==> config.mk <==
export PLATFORM = sky130hd
export DESIGN_NAME = shortest_remaining_time_scheduler
export DESIGN_NICKNAME = d
export VERILOG_FILES = /design/src/design/srtf_pkg.sv /design/src/design/srtf_ctrl.sv /design/src/design/srtf_dp.sv /design/src/design/shortest_remaining_time_scheduler.sv
export SDC_FILE = /design/constraint.sdc
export NUM_CORES = 2
export LEC_CHECK = 0
export BUFFER_PORTS_ARGS = -buffer_cell sky130_fd_sc_hd__buf_2
export CAP_MARGIN = 10
export CORE_MARGIN = 3
export CORE_UTILIZATION = 25
export DETAILED_ROUTE_END_ITERATION = 10
export GPL_ROUTABILITY_DRIVEN = 0
export PLACE_DENSITY = 0.46
export SETUP_SLACK_MARGIN = 0.05
export SLEW_MARGIN = 40
export SYNTH_ARGS = -nofsm -noshare
export SYNTH_HDL_FRONTEND = slang
export SYNTH_SLANG_ARGS = --single-unit
==> constraint.sdc <==
create_clock -name aclk -period 16.5 [get_ports aclk]
set_clock_uncertainty 0.15 [all_clocks]
set_input_delay 4.125 -clock aclk [delete_from_list [all_inputs] [get_ports aclk]]
set_output_delay 4.125 -clock aclk [all_outputs]
set_load 0.02 [all_outputs]
==> src/design/srtf_pkg.sv <==
// Shared types, constants and helpers for the shortest-remaining-time scheduler.
// Used by srtf_ctrl, srtf_dp and shortest_remaining_time_scheduler. No dependencies.
package srtf_pkg;

    localparam int JOB_SLOTS_DEF = 16;

    localparam int TAG_W   = 8;
    localparam int BURST_W = 16;
    localparam int TIME_W  = 32;
    localparam int CNT16_W = 16;
    localparam int SUM_W   = 48;
    localparam int STAT_W  = 3;

    // s_tdata: job_tag, burst_length (24 bits, 3 bytes)
    localparam int S_DATA_W = 24;
    // m_tdata: done_tag, turnaround, waiting, completed_count,
    //          waiting_sum, turnaround_sum, now (216 bits, 27 bytes)
    localparam int M_DATA_W = 216;

    // Input kind codes
    localparam logic KIND_ARRIVE = 1'b0;
    localparam logic KIND_TICK   = 1'b1;

    // Result status codes
    typedef enum logic [STAT_W-1:0] {
        ST_ACCEPTED  = 3'd0,
        ST_FULL      = 3'd1,
        ST_ZERO      = 3'd2,
        ST_IDLE      = 3'd3,
        ST_RAN       = 3'd4,
        ST_COMPLETED = 3'd5
    } status_t;

    // Controller to datapath commands
    typedef struct packed {
        logic load;      // capture transaction, start scan
        logic scan;      // compare one slot against the current best
        logic update;    // run the best job one unit
        logic accum;     // form the waiting time
        logic finish;    // arrival write / totals, load output register
    } dp_cmd_t;

    // Datapath to controller status
    typedef struct packed {
        logic in_tick;   // incoming transaction is a tick
        logic scan_done; // every valid slot has been compared
        logic out_free;  // output register can take a result
    } dp_stat_t;

    // 48-bit saturating accumulate of a 32-bit value
    function automatic logic [SUM_W-1:0] sat_add48(input logic [SUM_W-1:0] a,
                                                   input logic [TIME_W-1:0] b);
        logic [SUM_W:0] s;
        s = {1'b0, a} + {{(SUM_W - TIME_W + 1){1'b0}}, b};
        return s[SUM_W] ? {SUM_W{1'b1}} : s[SUM_W-1:0];
    endfunction

endpackage

==> src/design/srtf_ctrl.sv <==
// Controller state machine for the scheduler: sequences load, scan, update, accumulate and finish.
// Depends on srtf_pkg (dp_cmd_t, dp_stat_t).
module srtf_ctrl (
    input  logic               aclk,
    input  logic               aresetn,
    input  logic               s_tvalid,
    output logic               s_tready,
    input  srtf_pkg::dp_stat_t stat,
    output srtf_pkg::dp_cmd_t  cmd
);
    import srtf_pkg::*;

    typedef enum logic [4:0] {
        S_IDLE   = 5'b00001,
        S_SCAN   = 5'b00010,
        S_UPDATE = 5'b00100,
        S_ACCUM  = 5'b01000,
        S_FINISH = 5'b10000
    } state_t;

    state_t state_reg, state_next;

    // Next state
    always_comb begin
        state_next = state_reg;
        unique case (state_reg)
            S_IDLE: begin
                if (s_tvalid) begin
                    state_next = stat.in_tick ? S_SCAN : S_FINISH;
                end
            end
            S_SCAN: begin
                if (stat.scan_done) begin
                    state_next = S_UPDATE;
                end
            end
            S_UPDATE: state_next = S_ACCUM;
            S_ACCUM:  state_next = S_FINISH;
            S_FINISH: begin
                if (stat.out_free) begin
                    state_next = S_IDLE;
                end
            end
            default:  state_next = S_IDLE;
        endcase
    end

    always_ff @(posedge aclk) begin
        if (!aresetn) begin
            state_reg <= S_IDLE;
        end else begin
            state_reg <= state_next;
        end
    end

    // Command decode
    assign s_tready   = (state_reg == S_IDLE);
    assign cmd.load   = (state_reg == S_IDLE) && s_tvalid;
    assign cmd.scan   = (state_reg == S_SCAN) && !stat.scan_done;
    assign cmd.update = (state_reg == S_UPDATE);
    assign cmd.accum  = (state_reg == S_ACCUM);
    assign cmd.finish = (state_reg == S_FINISH) && stat.out_free;

`ifndef ASSERT_OFF
    // A result held off by a full output register keeps the controller waiting
    a_finish_hold: assert property (@(posedge aclk) disable iff (!aresetn)
        (state_reg == S_FINISH && !stat.out_free) |=> (state_reg == S_FINISH))
        else $error("finish left while output register busy");
`endif

endmodule

==> src/design/srtf_dp.sv <==
// Datapath for the scheduler: job slot table, sequential min scan, timers,
// saturating totals and the output register. Depends on srtf_pkg.
module srtf_dp #(
    parameter int JOB_SLOTS = srtf_pkg::JOB_SLOTS_DEF
) (
    input  logic                            aclk,
    input  logic                            aresetn,
    input  logic [srtf_pkg::S_DATA_W-1:0]   s_tdata,
    input  logic                            s_tuser,
    output logic                            m_tvalid,
    input  logic                            m_tready,
    output logic [srtf_pkg::M_DATA_W-1:0]   m_tdata,
    output logic [srtf_pkg::STAT_W-1:0]     m_tuser,
    input  srtf_pkg::dp_cmd_t               cmd,
    output srtf_pkg::dp_stat_t              stat
);
    import srtf_pkg::*;

    localparam int IDX_W = (JOB_SLOTS > 1) ? $clog2(JOB_SLOTS) : 1;
    localparam int CNT_W = $clog2(JOB_SLOTS + 1);
    localparam logic [CNT_W-1:0] SLOTS_C = CNT_W'(JOB_SLOTS);

    // Slot table, kept in arrival order, valid entries below count_reg
    logic [BURST_W-1:0] slot_rem   [JOB_SLOTS];
    logic [BURST_W-1:0] slot_burst [JOB_SLOTS];
    logic [TIME_W-1:0]  slot_arr   [JOB_SLOTS];
    logic [TAG_W-1:0]   slot_tag   [JOB_SLOTS];

    logic [CNT_W-1:0]   count_reg, count_next;
    logic [CNT_W-1:0]   scan_reg;
    logic [IDX_W-1:0]   best_idx_reg;
    logic [BURST_W-1:0] best_rem_reg;
    logic [BURST_W-1:0] best_burst_reg;
    logic [TIME_W-1:0]  best_arr_reg;
    logic [TAG_W-1:0]   best_tag_reg;

    logic               tick_reg;
    logic [TAG_W-1:0]   tag_reg;
    logic [BURST_W-1:0] burst_reg;

    logic [TIME_W-1:0]  time_reg;
    logic [SUM_W-1:0]   wsum_reg;
    logic [SUM_W-1:0]   tsum_reg;
    logic [CNT16_W-1:0] done_reg;

    status_t            upd_status_reg;
    logic [TIME_W-1:0]  turn_reg;
    logic [TIME_W-1:0]  wait_reg;

    logic               m_valid_reg;
    logic [M_DATA_W-1:0] m_data_reg;
    logic [STAT_W-1:0]  m_user_reg;

    logic [IDX_W-1:0]   rd_idx;
    logic               better;
    logic               empty;
    logic               full;
    logic               completes;
    logic               arrive_ok;
    status_t            fin_status;
    logic [TAG_W-1:0]   fin_tag;

    // Status toward the controller
    assign stat.in_tick   = (s_tuser == KIND_TICK);
    assign stat.scan_done = (scan_reg >= count_reg);
    assign stat.out_free  = !m_valid_reg || m_tready;

    assign empty     = (count_reg == '0);
    assign full      = (count_reg >= SLOTS_C);
    assign completes = !empty && (best_rem_reg == BURST_W'(1));
    assign arrive_ok = (tick_reg == KIND_ARRIVE) && (burst_reg != '0) && !full;

    // One slot compared per scan cycle; strict less keeps the earlier arrival on ties
    assign rd_idx = stat.scan_done ? '0 : scan_reg[IDX_W-1:0];
    assign better = slot_rem[rd_idx] < best_rem_reg;

    // Slot table writes: arrival append, decrement, or remove with shift down
    always_ff @(posedge aclk) begin
        if (cmd.finish && arrive_ok) begin
            slot_rem[count_reg[IDX_W-1:0]]   <= burst_reg;
            slot_burst[count_reg[IDX_W-1:0]] <= burst_reg;
            slot_arr[count_reg[IDX_W-1:0]]   <= time_reg;
            slot_tag[count_reg[IDX_W-1:0]]   <= tag_reg;
        end else if (cmd.update && !empty) begin
            if (completes) begin
                for (int j = 0; j < JOB_SLOTS - 1; j++) begin
                    if (IDX_W'(j) >= best_idx_reg) begin
                        slot_rem[j]   <= slot_rem[j+1];
                        slot_burst[j] <= slot_burst[j+1];
                        slot_arr[j]   <= slot_arr[j+1];
                        slot_tag[j]   <= slot_tag[j+1];
                    end
                end
            end else begin
                slot_rem[best_idx_reg] <= best_rem_reg - BURST_W'(1);
            end
        end
    end

    // Occupancy count
    always_comb begin
        count_next = count_reg;
        if (cmd.finish && arrive_ok) begin
            count_next = count_reg + CNT_W'(1);
        end else if (cmd.update && completes) begin
            count_next = count_reg - CNT_W'(1);
        end
    end

    // Control state: count, time, totals, output valid
    always_ff @(posedge aclk) begin
        if (!aresetn) begin
            count_reg   <= '0;
            time_reg    <= '0;
            wsum_reg    <= '0;
            tsum_reg    <= '0;
            done_reg    <= '0;
            m_valid_reg <= 1'b0;
        end else begin
            count_reg <= count_next;
            if (cmd.load && stat.in_tick) begin
                time_reg <= time_reg + TIME_W'(1);
            end
            if (cmd.finish && tick_reg == KIND_TICK) begin
                wsum_reg <= sat_add48(wsum_reg, wait_reg);
                tsum_reg <= sat_add48(tsum_reg, turn_reg);
                if (upd_status_reg == ST_COMPLETED && done_reg != '1) begin
                    done_reg <= done_reg + CNT16_W'(1);
                end
            end
            if (cmd.finish) begin
                m_valid_reg <= 1'b1;
            end else if (m_tready) begin
                m_valid_reg <= 1'b0;
            end
        end
    end

    // Transaction capture and scan
    always_ff @(posedge aclk) begin
        if (cmd.load) begin
            tick_reg       <= s_tuser;
            tag_reg        <= s_tdata[TAG_W-1:0];
            burst_reg      <= s_tdata[TAG_W +: BURST_W];
            scan_reg       <= CNT_W'(1);
            best_idx_reg   <= '0;
            best_rem_reg   <= slot_rem[0];
            best_burst_reg <= slot_burst[0];
            best_arr_reg   <= slot_arr[0];
            best_tag_reg   <= slot_tag[0];
        end else if (cmd.scan) begin
            scan_reg <= scan_reg + CNT_W'(1);
            if (better) begin
                best_idx_reg   <= rd_idx;
                best_rem_reg   <= slot_rem[rd_idx];
                best_burst_reg <= slot_burst[rd_idx];
                best_arr_reg   <= slot_arr[rd_idx];
                best_tag_reg   <= slot_tag[rd_idx];
            end
        end
    end

    // Run step: status and turnaround, then waiting time
    always_ff @(posedge aclk) begin
        if (cmd.update) begin
            if (empty) begin
                upd_status_reg <= ST_IDLE;
            end else if (completes) begin
                upd_status_reg <= ST_COMPLETED;
            end else begin
                upd_status_reg <= ST_RAN;
            end
            turn_reg <= completes ? (time_reg - best_arr_reg) : '0;
        end
        if (cmd.accum) begin
            wait_reg <= (upd_status_reg == ST_COMPLETED)
                      ? (turn_reg - {{(TIME_W - BURST_W){1'b0}}, best_burst_reg}) : '0;
        end
    end

    // Result status and tag
    always_comb begin
        if (tick_reg == KIND_TICK) begin
            fin_status = upd_status_reg;
        end else if (burst_reg == '0) begin
            fin_status = ST_ZERO;
        end else if (full) begin
            fin_status = ST_FULL;
        end else begin
            fin_status = ST_ACCEPTED;
        end
        fin_tag = (fin_status == ST_RAN || fin_status == ST_COMPLETED) ? best_tag_reg : '0;
    end

    // Output register; totals shown after this transaction
    always_ff @(posedge aclk) begin
        if (cmd.finish) begin
            m_user_reg <= fin_status;
            m_data_reg <= {time_reg,
                           (tick_reg == KIND_TICK) ? sat_add48(tsum_reg, turn_reg) : tsum_reg,
                           (tick_reg == KIND_TICK) ? sat_add48(wsum_reg, wait_reg) : wsum_reg,
                           (upd_status_reg == ST_COMPLETED && tick_reg == KIND_TICK
                            && done_reg != '1) ? done_reg + CNT16_W'(1) : done_reg,
                           (tick_reg == KIND_TICK) ? wait_reg : TIME_W'(0),
                           (tick_reg == KIND_TICK) ? turn_reg : TIME_W'(0),
                           fin_tag};
        end
    end

    assign m_tvalid = m_valid_reg;
    assign m_tdata  = m_data_reg;
    assign m_tuser  = m_user_reg;

`ifndef ASSERT_OFF
    a_count_range: assert property (@(posedge aclk) disable iff (!aresetn)
        count_reg <= SLOTS_C)
        else $error("slot count beyond table size");
    a_remove: assert property (@(posedge aclk) disable iff (!aresetn)
        (cmd.update && completes) |=> (count_reg == $past(count_reg) - CNT_W'(1)))
        else $error("completed job not removed");
    a_append: assert property (@(posedge aclk) disable iff (!aresetn)
        (cmd.finish && arrive_ok) |=> (count_reg == $past(count_reg) + CNT_W'(1)))
        else $error("accepted job not appended");
`endif

endmodule

==> src/design/shortest_remaining_time_scheduler.sv <==
// Flow: an arrival goes from IDLE straight to FINISH, which loads the output register;
// a tick runs the one-slot-per-cycle min scan over the jobs held, then UPDATE, ACCUM, FINISH.
// One transaction in work at a time: the next is taken only back in IDLE, and it is
// accepted while the result waits in the output reg.
// Reset (aresetn, synchronous): empties the table, clears time and totals;
// slot contents are undefined until written, no clearing pass.
module shortest_remaining_time_scheduler #(
    parameter int JOB_SLOTS = srtf_pkg::JOB_SLOTS_DEF
) (
    input  logic                          aclk,
    input  logic                          aresetn,
    input  logic                          s_tvalid,
    output logic                          s_tready,
    input  logic [srtf_pkg::S_DATA_W-1:0] s_tdata,  // job_tag, burst_length
    input  logic                          s_tuser,  // kind
    output logic                          m_tvalid,
    input  logic                          m_tready,
    // done_tag, turnaround, waiting, completed_count, waiting_sum, turnaround_sum, now
    output logic [srtf_pkg::M_DATA_W-1:0] m_tdata,
    output logic [srtf_pkg::STAT_W-1:0]   m_tuser   // status
);
    import srtf_pkg::*;

    dp_cmd_t  cmd;
    dp_stat_t stat;

    srtf_ctrl u_ctrl (
        .aclk     (aclk),
        .aresetn  (aresetn),
        .s_tvalid (s_tvalid),
        .s_tready (s_tready),
        .stat     (stat),
        .cmd      (cmd)
    );

    srtf_dp #(
        .JOB_SLOTS (JOB_SLOTS)
    ) u_dp (
        .aclk     (aclk),
        .aresetn  (aresetn),
        .s_tdata  (s_tdata),
        .s_tuser  (s_tuser),
        .m_tvalid (m_tvalid),
        .m_tready (m_tready),
        .m_tdata  (m_tdata),
        .m_tuser  (m_tuser),
        .cmd      (cmd),
        .stat     (stat)
    );

endmodule

==> impl_metrics.sql <==
INSERT INTO impl_metrics (metric_group, metric, value, unit) VALUES
('status', 'status', 'complete, no violations', ''),
('layout', 'flow.area_growth_from_synthesis', '14.8', '%'),
('timing', 'min_period', '8.77', 'ns'),
('yosys', 'syn-instance-count', '8629', ''),
('die', 'die_w', '595', 'µm'),
('clocking', 'clock_insertion_delay_worst_skew', '0.88', 'ns'),
('timing', 'maxSlewViolCount', '0', ''),
('yosys', 'syn-num-nets', '8802', ''),
('power_and_ir_drop', 'portion_of_total_power_attributed_to_sequential_cells', '49.3', '%'),
('power_and_ir_drop', 'power.switching_fraction', '24.2', '%'),
('setup_path', 'crit_type', 'flop to flop', ''),
('global_route', 'grt_start_max_net_pins', '207', ''),
('hold_path', 'worstHoldPathCells', '2', ''),
('yosys', 'synth_top_cells_by_area', 'edfxtp_1 (53%), nand2_1 (10%), dfxtp_1 (3.8%)', ''),
('power_and_ir_drop', 'powerDensity', '97.8', 'nW/µm²'),
('clocking', 'post-cts-setup-buffers', '0', ''),
('setup_path', 'crit_path_end_kind', 'flop', ''),
('die', 'die_area', '354000', 'µm²'),
('routing', 'drt-pass1-iter-count', '6', ''),
('global_route', 'wire_length_of_the_first_global_routing_pass', '465', 'mm'),
('layout', 'number_of_flip_flops_in_the_largest_register', '512', ''),
('clocking', 'post_cts.resized_instances', '0', ''),
('layout', 'top_register', 'u_dp.slot_arr', ''),
('setup_path', 'reg2reg_depth', '20', ''),
('routing', 'drt-wirelength-per-cell', '24.2', 'µm'),
('timing', 'final.setup.tns', '0', 'ns'),
('placed_design', 'placement.io_buffers', '249', ''),
('timing', 'worst_pin_slew', '0.952', 'ns'),
('yosys', 'synth.top_cell.area_share', '53.2', '%'),
('routing', 'vias', '67051', ''),
('global_route', 'track_usage', '17.5', '%'),
('setup_path', 'worst_ep_arrival_time', '9.10', 'ns'),
('power_and_ir_drop', 'combinationalPowerShare', '6.7', '%'),
('setup_path', 'path_depth', '20', ''),
('timing', 'grt_setup_unrepaired', 'no', ''),
('timing', 'max_clock_freq', '0.114', 'GHz'),
('power_and_ir_drop', 'net-switching-power', '2.36', 'mW'),
('flow_run', 'drv_cap', '0', ''),
('clocking', 'cts_buffers', '201', ''),
('timing', 'final.period_utilization', '53.1', '%'),
('placed_design', 'hpwl', '201', 'mm'),
('routing', 'antenna_violating_nets_post_route', '0', ''),
('die', 'initial_core_util', '25.2', '%'),
('global_route', 'grt.overflow.total', '0', ''),
('clocking', 'htree_num_levels', '4', ''),
('yosys', 'seq_total_area_yosys', '56.9', '%'),
('global_route', 'grt_antenna_before_repair', '30', ''),
('yosys', 'synthesis.area_per_instance', '10.0', 'µm²'),
('setup_path', 'critPathRequiredTime', '16.84', 'ns'),
('die', 'row_count', '215', ''),
('clocking', 'clock-root-buffer', 'clkbuf_16', ''),
('yosys', 'syn_area', '86700', 'µm²'),
('setup_path', 'timing.critical_path.cells', 'inv_6, ha_1, nand2b_1, a21o_1, a21oi_1, o21ai_4, nor2_4, buf_4, buf_6, nand2_1, nand3_1, a21oi_1, o31ai_1, ha_1, a211oi_1, nand2b_1, nand3_1, a31oi_1, o21ai_4, buf_6', ''),
('clocking', 'cts_tree', 'done', ''),
('layout', 'fin_nets', '8773', ''),
('yosys', 'synth_edf_count', '1535', ''),
('clocking', 'clk_pin_slew_worst_paths', '0.06', 'ns'),
('yosys', 'yosys_register_bits', '1699', ''),
('clocking', 'max-clock-path-buffers', '4', ''),
('timing', 'final_hold_viol_count', '0', ''),
('yosys', 'async_flop_share', '0', '%'),
('yosys', 'synthDistinctLibCells', '86', ''),
('setup_path', 'timing.critical_path.buf_inv', '4', ''),
('yosys', 'synth_area_leader_cell', 'edfxtp_1', ''),
('routing', 'drc', '0', ''),
('clocking', 'clock-sinks', '1699', ''),
('setup_path', 'slowest_delay', '0.87', 'ns'),
('setup_path', 'worst_path_dominant_cell_family', 'compound AO/OA/AOI/OAI gates', ''),
('die', 'core', '344000', 'µm²'),
('power_and_ir_drop', 'power.leakage', '35.9', 'nW'),
('hold_path', 'timing.hold.worst.class', 'flop to flop', '');
## metrics by stage
step / instance area [µm²] / util [%] / total power [mW] / worst slack, ns / std cells
detailed placement: 93300 / 27.1 / 5.54 / 7.78 / 12948
global route: 99600 / 28.9 / 10.1 / 7.42 / 13315
global placement: 92800 / 27.0 / 5.53 / 7.41 / 12938
floorplan: 86700 / - / 5.29 / 3.56 / 8629
CTS: 99400 / 28.9 / 9.85 / 7.74 / 13308
finish: 99600 / 28.9 / 9.74 / 7.73 / 13324
## final cells by class
cell class | instances | area [µm²]
multi-input combinational | 6146 | 34900
clock buffer | 268 | 5420
timing repair buffer | 428 | 2900
inverter | 124 | 477
tap | 4557 | 5700
antenna | 10 | 25.0
sequential | 1699 | 49400
clock inverter | 92 | 703
fill | 35719 | 244000
## worst reg2reg max path, stage by stage, from the launching register on
cell and delay (ns):
dfxtp_4 0.87, inv_6 0.41, ha_1 0.44, nand2b_1 0.15, a21o_1 0.18, a21oi_1 0.59
o21ai_4 0.35, nor2_4 0.74, buf_4 0.80, buf_6 0.72, nand2_1 0.14, nand3_1 0.10
a21oi_1 0.08, o31ai_1 0.30, ha_1 0.31, a211oi_1 0.32, nand2b_1 0.10, nand3_1 0.09
a31oi_1 0.12, o21ai_4 0.64, buf_6 0.71
## cells in the mapped netlist (all sizes together), types with 118 or more instances
master,n
a211oi,192
a21oi,330
a31oi,118
and3,149
buf,137
clkbuf,523
dfxtp,164
edfxtp,1535
ha,139
inv,122
mux2,370
nand2,2403
nand3,189
nor2,555
o211ai,125
o21ai,566
or3,137
## cell usage in the layout, fill, tap and decap left out, types with 125 or more instances in the layout
cell type,synthesis,routed
mux2_2,278,278
buf_4,13,132
nor2_1,549,538
dfxtp_1,164,138
edfxtp_1,1535,1535
buf_2,51,249
clkbuf_16,0,202
a21oi_1,327,321
nand3_1,189,189
o211ai_1,125,125
nand2_1,2402,2395
o21ai_0,563,537
ha_1,139,139
or3_1,137,136
a211oi_1,191,188
and3_1,149,149
## power groups by stage
stage,combinational [mW],clock (mW),sequential (mW)
after global placement,0.634,0,4.90
after CTS,0.649,4.39,4.81
after floorplan,0.413,0,4.88
final,0.651,4.28,4.81
after detailed placement,0.647,0,4.90
after global routing,0.722,4.55,4.81
## metal layers
metal,vias up,track usage [%],share of wire (%)
met2,2744,28.3,46
met4,10,4.83,2.8
met1,33129,24.3,44
met3,488,2.64,7.2
li1,30680,-,-
met5,-,0,0.021
## final timing paths
path	slack, ns	end	startpoint
setup reg to reg	7.73	u_dp.best_arr_reg[8]$_DFFE_PP_	u_dp.scan_reg[0]$_SDFFE_PP1P_
hold reg to reg	0.34	u_dp.done_reg[1]$_SDFFE_PN0P_	u_dp.done_reg[1]$_SDFFE_PN0P_
hold / removal	0.34	u_dp.done_reg[1]$_SDFFE_PN0P_	u_dp.done_reg[1]$_SDFFE_PN0P_
setup / recovery	7.73	u_dp.best_arr_reg[8]$_DFFE_PP_	u_dp.scan_reg[0]$_SDFFE_PP1P_
## kinds of logic (layout without fill, tap and decap cells)
logic type / count (synthesis) / in the layout / synth area share [%]
simple gates: 3767 / 3767 / 18.4
flops: 1699 / 1699 / 56.9
compound gates: 1633 / 1633 / 11.7
buf+inv: 784 / 912 / 3.53
mux: 432 / 432 / 5.54
xor+xnor: 170 / 170 / 1.72
fa+ha+maj: 144 / 144 / 2.12
other cells: 0 / 10 / 0
Power figures use the tool's default switching activity.
